$ cat src/hw/rtl/life_grid_generation_engine_defines.svh
// ----------------------------------------------------------------------------
// Life grid engine assertion macros
// Shared property wrappers, clocked on clk and held off during rst_n.
// ----------------------------------------------------------------------------
`ifndef LIFE_GRID_GENERATION_ENGINE_DEFINES_SVH
`define LIFE_GRID_GENERATION_ENGINE_DEFINES_SVH

// Same-cycle implication
`define LGGE_ASSERT_HOLDS(label, ante, cons, msg) \
    label: assert property (@(posedge clk) disable iff (!rst_n) (ante) |-> (cons)) \
        else $error(msg);

// Next-cycle implication
`define LGGE_ASSERT_NEXT(label, ante, cons, msg) \
    label: assert property (@(posedge clk) disable iff (!rst_n) (ante) |=> (cons)) \
        else $error(msg);

`endif

$ cat src/hw/rtl/lgge_pkg.sv
// ----------------------------------------------------------------------------
// Life grid engine package
// Field widths, operation codes, rule constants and the column tap type.
// ----------------------------------------------------------------------------
package lgge_pkg;

    localparam int DEF_MAX_COLS = 64;
    localparam int DEF_MAX_ROWS = 64;

    localparam int CFG_W   = 7;
    localparam int KIND_W  = 2;
    localparam int COORD_W = 6;
    localparam int NBR_W   = 4;
    localparam int PADDR_W = 3;
    localparam int PDATA_W = 32;

    localparam logic [KIND_W-1:0] KIND_WRITE = 2'd0;
    localparam logic [KIND_W-1:0] KIND_READ  = 2'd1;
    localparam logic [KIND_W-1:0] KIND_STEP  = 2'd2;
    localparam logic [KIND_W-1:0] KIND_RSVD  = 2'd3;

    localparam logic REG_WIDTH  = 1'b0;
    localparam logic REG_HEIGHT = 1'b1;

    localparam logic [CFG_W-1:0] GRID_DIM_RESET = 7'd64;

    localparam logic [NBR_W-1:0] BIRTH_N   = 4'd3;
    localparam logic [NBR_W-1:0] SURVIVE_N = 4'd2;

    // One column of the three-row window, as seen by the neighboring cells
    typedef struct packed {
        logic up;
        logic mid;
        logic dn;
    } lgge_col_t;

endpackage

$ cat src/hw/rtl/lgge_cell.sv
// ----------------------------------------------------------------------------
// Life grid column cell
// Holds the upper and middle bits of one column of the sliding window and
// applies the B3/S23 rule to the middle bit.
// ----------------------------------------------------------------------------
module lgge_cell import lgge_pkg::*; (
    input  logic      clk,
    input  logic      shift,
    input  logic      col_en,
    input  logic      dn,
    input  lgge_col_t nbr_w,
    input  lgge_col_t nbr_e,
    output lgge_col_t tap,
    output logic      nxt
);

    logic             up_reg;
    logic             up_next;
    logic             mid_reg;
    logic             mid_next;
    logic [NBR_W-1:0] count;

    always_comb
    begin
        up_next  = shift ? mid_reg : up_reg;
        mid_next = shift ? dn : mid_reg;
    end

    // Columns outside the grid look dead to their neighbors
    assign tap.up  = up_reg & col_en;
    assign tap.mid = mid_reg & col_en;
    assign tap.dn  = dn & col_en;

    assign count = NBR_W'(nbr_w.up) + NBR_W'(nbr_w.mid) + NBR_W'(nbr_w.dn)
                 + NBR_W'(nbr_e.up) + NBR_W'(nbr_e.mid) + NBR_W'(nbr_e.dn)
                 + NBR_W'(up_reg) + NBR_W'(dn);

    // Keep the stored bit of a column outside the grid
    assign nxt = col_en ? ((count == BIRTH_N) || (mid_reg && (count == SURVIVE_N)))
                        : mid_reg;

    always_ff @(posedge clk)
    begin
        up_reg  <= up_next;
        mid_reg <= mid_next;
    end

endmodule

$ cat config.mk
export PLATFORM = sky130hd
export DESIGN_NAME = lgge_cell
export DESIGN_NICKNAME = d
export VERILOG_FILES = /design/src/hw/rtl/life_grid_generation_engine_defines.svh /design/src/hw/rtl/lgge_pkg.sv /design/src/hw/rtl/lgge_cell.sv
export SDC_FILE = /design/constraint.sdc
export NUM_CORES = 1
export LEC_CHECK = 0
export BUFFER_PORTS_ARGS = -buffer_cell sky130_fd_sc_hd__buf_2
export CORE_AREA = 2 2 39 41
export DETAILED_ROUTE_END_ITERATION = 6
export DIE_AREA = 0 0 41 43
export SLEW_MARGIN = 20
export SYNTH_ARGS = -nofsm -noshare
export SYNTH_HDL_FRONTEND = slang
export SYNTH_SLANG_ARGS = --single-unit
$ cat constraint.sdc
create_clock -name clk -period 4.5 [get_ports clk]
set_input_delay 0.9 -clock clk [delete_from_list [all_inputs] [get_ports clk]]
set_output_delay 0.9 -clock clk [all_outputs]
set_load 0.02 [all_outputs]
==> results.txt, run 1 <==
- Cell-internal power: 0.0837 mW
- In the routed design, unresolved DRC markers number 0.
- For met1 alone, demand over resource in global routing was 0.0721.
* Net Switching: 0.0444 mW
- Vias in the first global route: 239
- Total leakage power: 0.228 nW
* DIE HEIGHT: 43 microns
- The detail route stage leaves a number of antenna-violating nets equal to 0.
- Failing checks: setup timing
* Number of unique standard cell types used by synthesis: 11
* Netlist Area Pre-Place: 279 sq um
- The number of cells on the worst reg-to-reg path is 0.
- The number of pins exceeding their max-slew limit in the final report is 0.
* Layout Skew: 0.000946 ns
- DIE AREA: 0.00176 sq mm
- In the final layout, the share of cells above drive strength 1 is 0.435.
* Commonest cells in the netlist: 11 x inv_1, 4 x fa_1, 3 x and2_1, 3 x ha_1, 2 x edfxtp_1
- Entering global routing, the biggest net connects 6 pins.
* Top area cells in the synthesized netlist: fa_1 29%, edfxtp_1 22%, inv_1 15%
* Critical path type: in -> out
* FF-to-FF setup slack: 3.82 ns
- Power per unit of standard cell area: 302 mW/mm^2
* Antenna violations before repair: 0
- Input and output buffers added on the ports amount to 13.
- Status: finished with violations
* CTS Sinks: 2
- The synthesized design spends more area on one cell type than any other, namely fa_1.
- For this run, global-route usage on met2 was measured as 0.106.
- Core Area: 0.00138 sq mm
- Dividing the detail-routed via count by the number of cells gives 3.66.
- The most common cell in the synthesized netlist is inv_1.
* Peak-usage layer in the global routing report: met4
* Combinational share of power: 0.518
* Number of antenna diodes: 0
- The first global-routing pass estimated 786 microns of wire.
* Number of buffers between clock root and the deepest sink: 2
* Final net count: 65
- The clock reaches the later pin of the worst-skew pair after 0.22 ns.
* Capture point of the critical path: nxt
* Number of synthesized flops with an enable pin: 2
- In this run the worst path has a maximum fanout of 2.
- Setup repair after global routing missed its margin: true
- Horizontal extent of the die: 41 microns
- Overall power consumption after layout is estimated at 0.128 mW.
* Largest vdd supply drop: 0.0698 mV
* Share of Yosys cell area claimed by the top area cell type: 0.287
- Slew at the pin closest to its max-slew limit: 0.229 ns
* Hold buffer count at cts: 0
- Number of cells traversed by the worst hold path: 0
- The first detailed-routing pass ran for 4 iterations.
* Most common flop cell mapped by yosys: edfxtp_1
- Post-detailed-placement half-perimeter wirelength: 469 microns
- Of the total power, the clock network draws 0.301.
- In the post-route analysis, the smallest setup slack over all paths is -0.178 ns.
* Number of instances in the synthesized netlist: 29
* Hold Path Class: reg -> reg
* Routed Wire Length: 499 microns
* Congestion Overflow GR: 0
- Post-synthesis average cell area: 9.62 sq um
- CTS H-Tree Depth: 1
- Number of warnings printed during yosys synthesis: 0
- Global routing usage on met3: 0
- Timing analysis after detailed placement gives a worst setup slack of -0.296 ns.
- Number of flip-flops and latches in the synthesized netlist: 2
- Synth Net Count: 46
- Total negative slack for setup checks: -0.178 ns
* Fillers: 148
- Placement row count: 14
* Number of top-level pins: 14
- Clock tree synthesis selected as its root buffer the cell clkbuf_4.
- Critical path launch point type: primary input
* Required time of the critical path: 3.60 ns
- Max-cap violation count: 0
- Maximum clock rate: 214 MHz
- The number of clock buffers added by TritonCTS is 3.
- Worst EP arrival: 3.78 ns
- Final hold violations: 0
* Routed via count: 227
- Gpl congestion: 0.676
- TritonCTS built the clock tree.
- The worst register-to-register path begins at mid_reg.
- Share of the yosys chip area belonging to registers: 0.215
* Synthesis-to-finish area growth: 52.0%
* Switching part of the total power: 0.347
- CP endpoint kind: primary output
* Sequential power share: 0.181
- In the finished design, the share of the clock period the worst path needs comes to 1.04.
- Final Setup Violations: 1
- Initial detailed-routing violation count: 1
- Overall global routing resource usage: 0.0747
- Endpoint of the worst-slack reg-to-reg timing path: up_reg
- Detail-routed net length per standard cell: 8.05 microns
* Min Clock Period, post-route: 4.68 ns
- Share of flip-flops with an asynchronous set or reset after synthesis: 0
* Clock-pin slew of the registers on the worst-case setup and hold paths: 0.03 ns
* Slew headroom: 0.847
- Initial cell density of the core: 0.202
- Number of setup buffers added after CTS: 0
- The critical path starts at dn.
[how the worst min path moves through the flow]
stage | to | start | slack (ns)
global route | up_reg | mid_reg | 0.51
global placement | up_reg | mid_reg | 0.49
detailed placement | up_reg | mid_reg | 0.49
floorplan | up_reg | mid_reg | 0.44
finish | up_reg | mid_reg | 0.49
CTS | up_reg | mid_reg | 0.50
[critical path: stages]
cell and delay (ns):
buf_8 0.08, inv_4 0.03, fa_1 0.55, fa_1 0.43, fa_1 0.49, inv_1 0.04
ha_2 0.17, fa_1 0.51, nand4b_1 0.10, a21o_1 0.19, a31oi_4 0.16, buf_6 0.13
[repair_timing]
item | in CTS | in global routing
endpoints found under the setup margin | 1 | 1
gates resized for setup | 5 | 2
endpoints found under the hold margin | 0 | 0
[layout make-up]
class                   instances  area (sq um)  area share
multi-input cells              16           189       0.445
repair buffers                 14          88.8       0.209
flip-flops and latches          2          60.1       0.142
inverters                      11          43.8       0.103
clock buffers                   3          22.5      0.0531
well taps                      16          20.0      0.0472
[layer usage]
metal / part of all wire / vias to the layer above / routed length [microns]
li1: - / 122 / -
met1: 0.35 / 95 / 176
met2: 0.57 / 10 / 285
met3: 0.072 / 0 / 36
met4: 0 / 0 / 0
met5: 0 / - / 0
[power groups by stage]
stage                     clock network (mW)  logic (mW)  registers, mW
after floorplan                            0      0.0451         0.0230
after global placement                     0      0.0604         0.0234
after detailed placement                   0      0.0620         0.0235
after CTS                             0.0409      0.0673         0.0233
after global routing                  0.0418      0.0769         0.0234
final                                 0.0385      0.0664         0.0232
[placed cells by master (no fill, tap or decap), drive strengths merged]
cell type and count:
a21o 1, clkbuf 3, ha 3, buf 14
a31oi 1, nand4b 1, nor2 1, nand2 1
inv 11, a21oi 1, edfxtp 2, fa 4
and2 3
[kinds of logic after synthesis]
logic type	synth area share
simple gates	0.126
compound gates	0.0897
flops	0.215
buf+inv	0.148
fa+ha+maj	0.422
[metrics by stage]
step	cell area (sq um)	cells	utilization	hold WS, ns
floorplan	288	29	-	0.442
global placement	380	59	0.275	0.490
detailed placement	380	59	0.275	0.494
CTS	418	62	0.302	0.501
global route	424	62	0.307	0.510
finish	424	62	0.307	0.486
(Power assumes the default switching activity.)
==> inputs of run 2 (changes only) <==
==> constraint.sdc (replaced) <==
create_clock -name clk -period 4.5 [get_ports clk]
set_input_delay 0.9 -clock clk [delete_from_list [all_inputs] [get_ports clk]]
set_output_delay 0.9 -clock clk [all_outputs]
set_load 0.1 [all_outputs]
==> run 2 against run 1 <==
- the flow still finishes with violations (setup timing)
- critical path depth unchanged
- first-iteration DRC count is 100% lower
- non-clock buffer count stayed put
- final cell count is the same
- count of clock-buffer cells in the layout did not move
- largest power group unchanged
- highest routed layer unchanged
==> results.txt, run 2 (same netlist as run 1, synthesis figures left out) <==
- The floorplan has 14 rows.
* Power per unit of standard cell area: 373 mW/mm^2
- Clock-pin slew of the registers on the worst-case setup and hold paths: 0.03 ns
- Final hold analysis gives a worst-case slack of 0.476 ns.
- By instance count, the cell type seen most on the critical path is fa_1.
- The floorplan step set the die width to 41 microns.
- In this run, the number of DRC markers left after iteration 0 of detailed routing was 0.
- In this run the count of I/O pins placed on the die edge is 14.
- Number of buffers created by CTS: 3
- DIE HEIGHT: 43 microns
- Detail-routed net length per standard cell: 8.02 microns
- Critical path launch point type: primary input
- The repair_antennas step left the layout with diodes totalling 0.
- Among all stages on the critical path, the largest delay is contributed by fa_1.
- In this run the worst hold path is classified as reg -> reg.
* Max-cap violation count: 0
- The checks that failed: setup timing.
- Routed via count: 242
- For the worst setup path, the data arrival time is 3.84 ns.
- CP endpoint kind: primary output
* Detailed-router iteration count before antenna repair: 1
* CTS H-Tree Depth: 1
* Setup repair after global routing missed its margin: true
* Largest vdd supply drop: 0.108 mV
* Routed Wire Length: 497 microns
- The number of antenna violations at the first check in global routing came to 0.
- The clock reaches the later pin of the worst-skew pair after 0.22 ns.
* Initial cell density of the core: 0.202
- Status: finished with violations
- FF-to-FF setup slack: 3.83 ns
- Final hold violations: 0
- For this run, global-route usage on met1 was measured as 0.0795.
- Overall global routing resource usage: 0.0750
- In the final layout, the share of cells above drive strength 1 is 0.435.
- Detailed-route DRC error count: 0
- The setup path with the least slack is of type in -> out.
* Post-detailed-placement half-perimeter wirelength: 451 microns
- Peak-usage layer in the global routing report: met2
- Cell breakdown of the critical path: buf_8 -> inv_4 -> fa_1 -> fa_1 -> fa_1 -> inv_1 -> ha_2 -> fa_1 -> nand4b_1 -> a21o_1 -> a31oi_4 -> buf_12
- For this design, the sink count on the clock tree is 2.
* Slew at the pin closest to its max-slew limit: 0.486 ns
* Gpl congestion: 0.636
- Min Clock Period, post-route: 4.74 ns
- Most frequent standard cell in the layout excluding fill and tap cells: buf_2
- CTS Root Buffer Type: clkbuf_4
- Setup violations remaining at the end of the flow were counted as 1.
- Timing would allow up to 211 MHz.
- In this run the critical register-to-register path is launched from mid_reg.
- Core Area: 0.00138 sq mm
- Summed over all layers, the global routing overflow is 0.
- Hold buffer count at cts: 0
- Final net count: 65
* Worst setup path start: dn
- The library cells used most frequently in the layout, excluding fill and tap cells, are 11 x buf_2, 10 x inv_1, 4 x fa_1.
* Layout Skew: 0.000927 ns
- Worst stage delay on the critical path: 0.54 ns
- No sink is reached through more buffers than the 2 on the longest clock path.
- Counting the fill cells in the layout gives 146.
* IO buf count: 13
- In the routed layout, each cell is associated on average with a via count of 3.90.
- Total negative slack for setup checks: -0.245 ns
- For met3 alone, demand over resource in global routing was 0.0314.
- Setup ws final: -0.245 ns
- Total leakage power: 0.231 nW
* Period utilisation layout: 1.05
* TritonCTS clock tree: yes
* Synthesis-to-finish area growth: 55.2%
- Count of final max-slew check failures: 0
* Largest net degree at the start of global routing: 6
- Slew headroom: 0.678
* GR Layer Usage met2: 0.119
- Wire length of the first global-routing pass: 855 microns
- Launch instance of the worst min-delay path: mid_reg
- Of all nets on the critical path, the largest fanout is 2.
* Required time of the critical path: 3.60 ns
- DIE AREA: 0.00176 sq mm
- In this run the remaining antenna-violating nets after routing total 0.
- The via count of the first global-routing pass was 227.
==> run 2: final timing paths <==
check | endpoint | cells past startpoint
worst max-delay path | nxt | 12
worst min register to register | up_reg | 0
worst min-delay path | up_reg | 0
worst max register to register | up_reg | 0
==> run 2: metal layers <==
metal / wire length (microns) / part of all wire
met5: 0 / 0
met4: 0 / 0
met3: 46 / 0.093
met2: 244 / 0.49
met1: 206 / 0.41
==> run 2: area by class of cell <==
cell class,count,area (sq um),share of cell area
sequential,2,60.1,0.139
inverter,11,43.8,0.101
multi-input combinational,16,189,0.436
timing repair buffer,14,97.6,0.225
clock buffer,3,22.5,0.0520
tap,16,20.0,0.0462
==> run 2: through the flow <==
| step | worst slack (ns) | utilization | instances | area [sq um] | power (mW) |
|---|---|---|---|---|---|
| after global placement | -0.289 | 0.286 | 59 | 395 | 0.119 |
| final | -0.245 | 0.313 | 62 | 433 | 0.162 |
| after CTS | -0.271 | 0.308 | 62 | 427 | 0.165 |
| after global routing | -0.385 | 0.313 | 62 | 433 | 0.178 |
| after floorplan | -0.343 | - | 29 | 288 | 0.0939 |
| after detailed placement | -0.343 | 0.286 | 59 | 395 | 0.122 |
==> run 2: power breakdown <==
part	switching (mW)	internal (mW)
Clock	0.00991	0.0294
Sequential	0.000729	0.0223
Combinational	0.0618	0.0375
Total	0.0724	0.0892
==> run 2: repair_timing <==
| action | 4_1_cts | 5_1_grt |
|---|---|---|
| pin swaps | 0 | 0 |
| setup endpoints to repair | 1 | 1 |
| buffers inserted | 0 | 0 |
| resized for setup | 3 | 2 |
==> run 2: worst max-delay path: cells and delay by family <==
kind | cells | cell delay (ns)
adders and majority gates | 5 | 2.14
AOI/OAI and AO/OA | 2 | 0.36
and+or+nand+nor | 1 | 0.09
buffers and inverters | 4 | 0.36
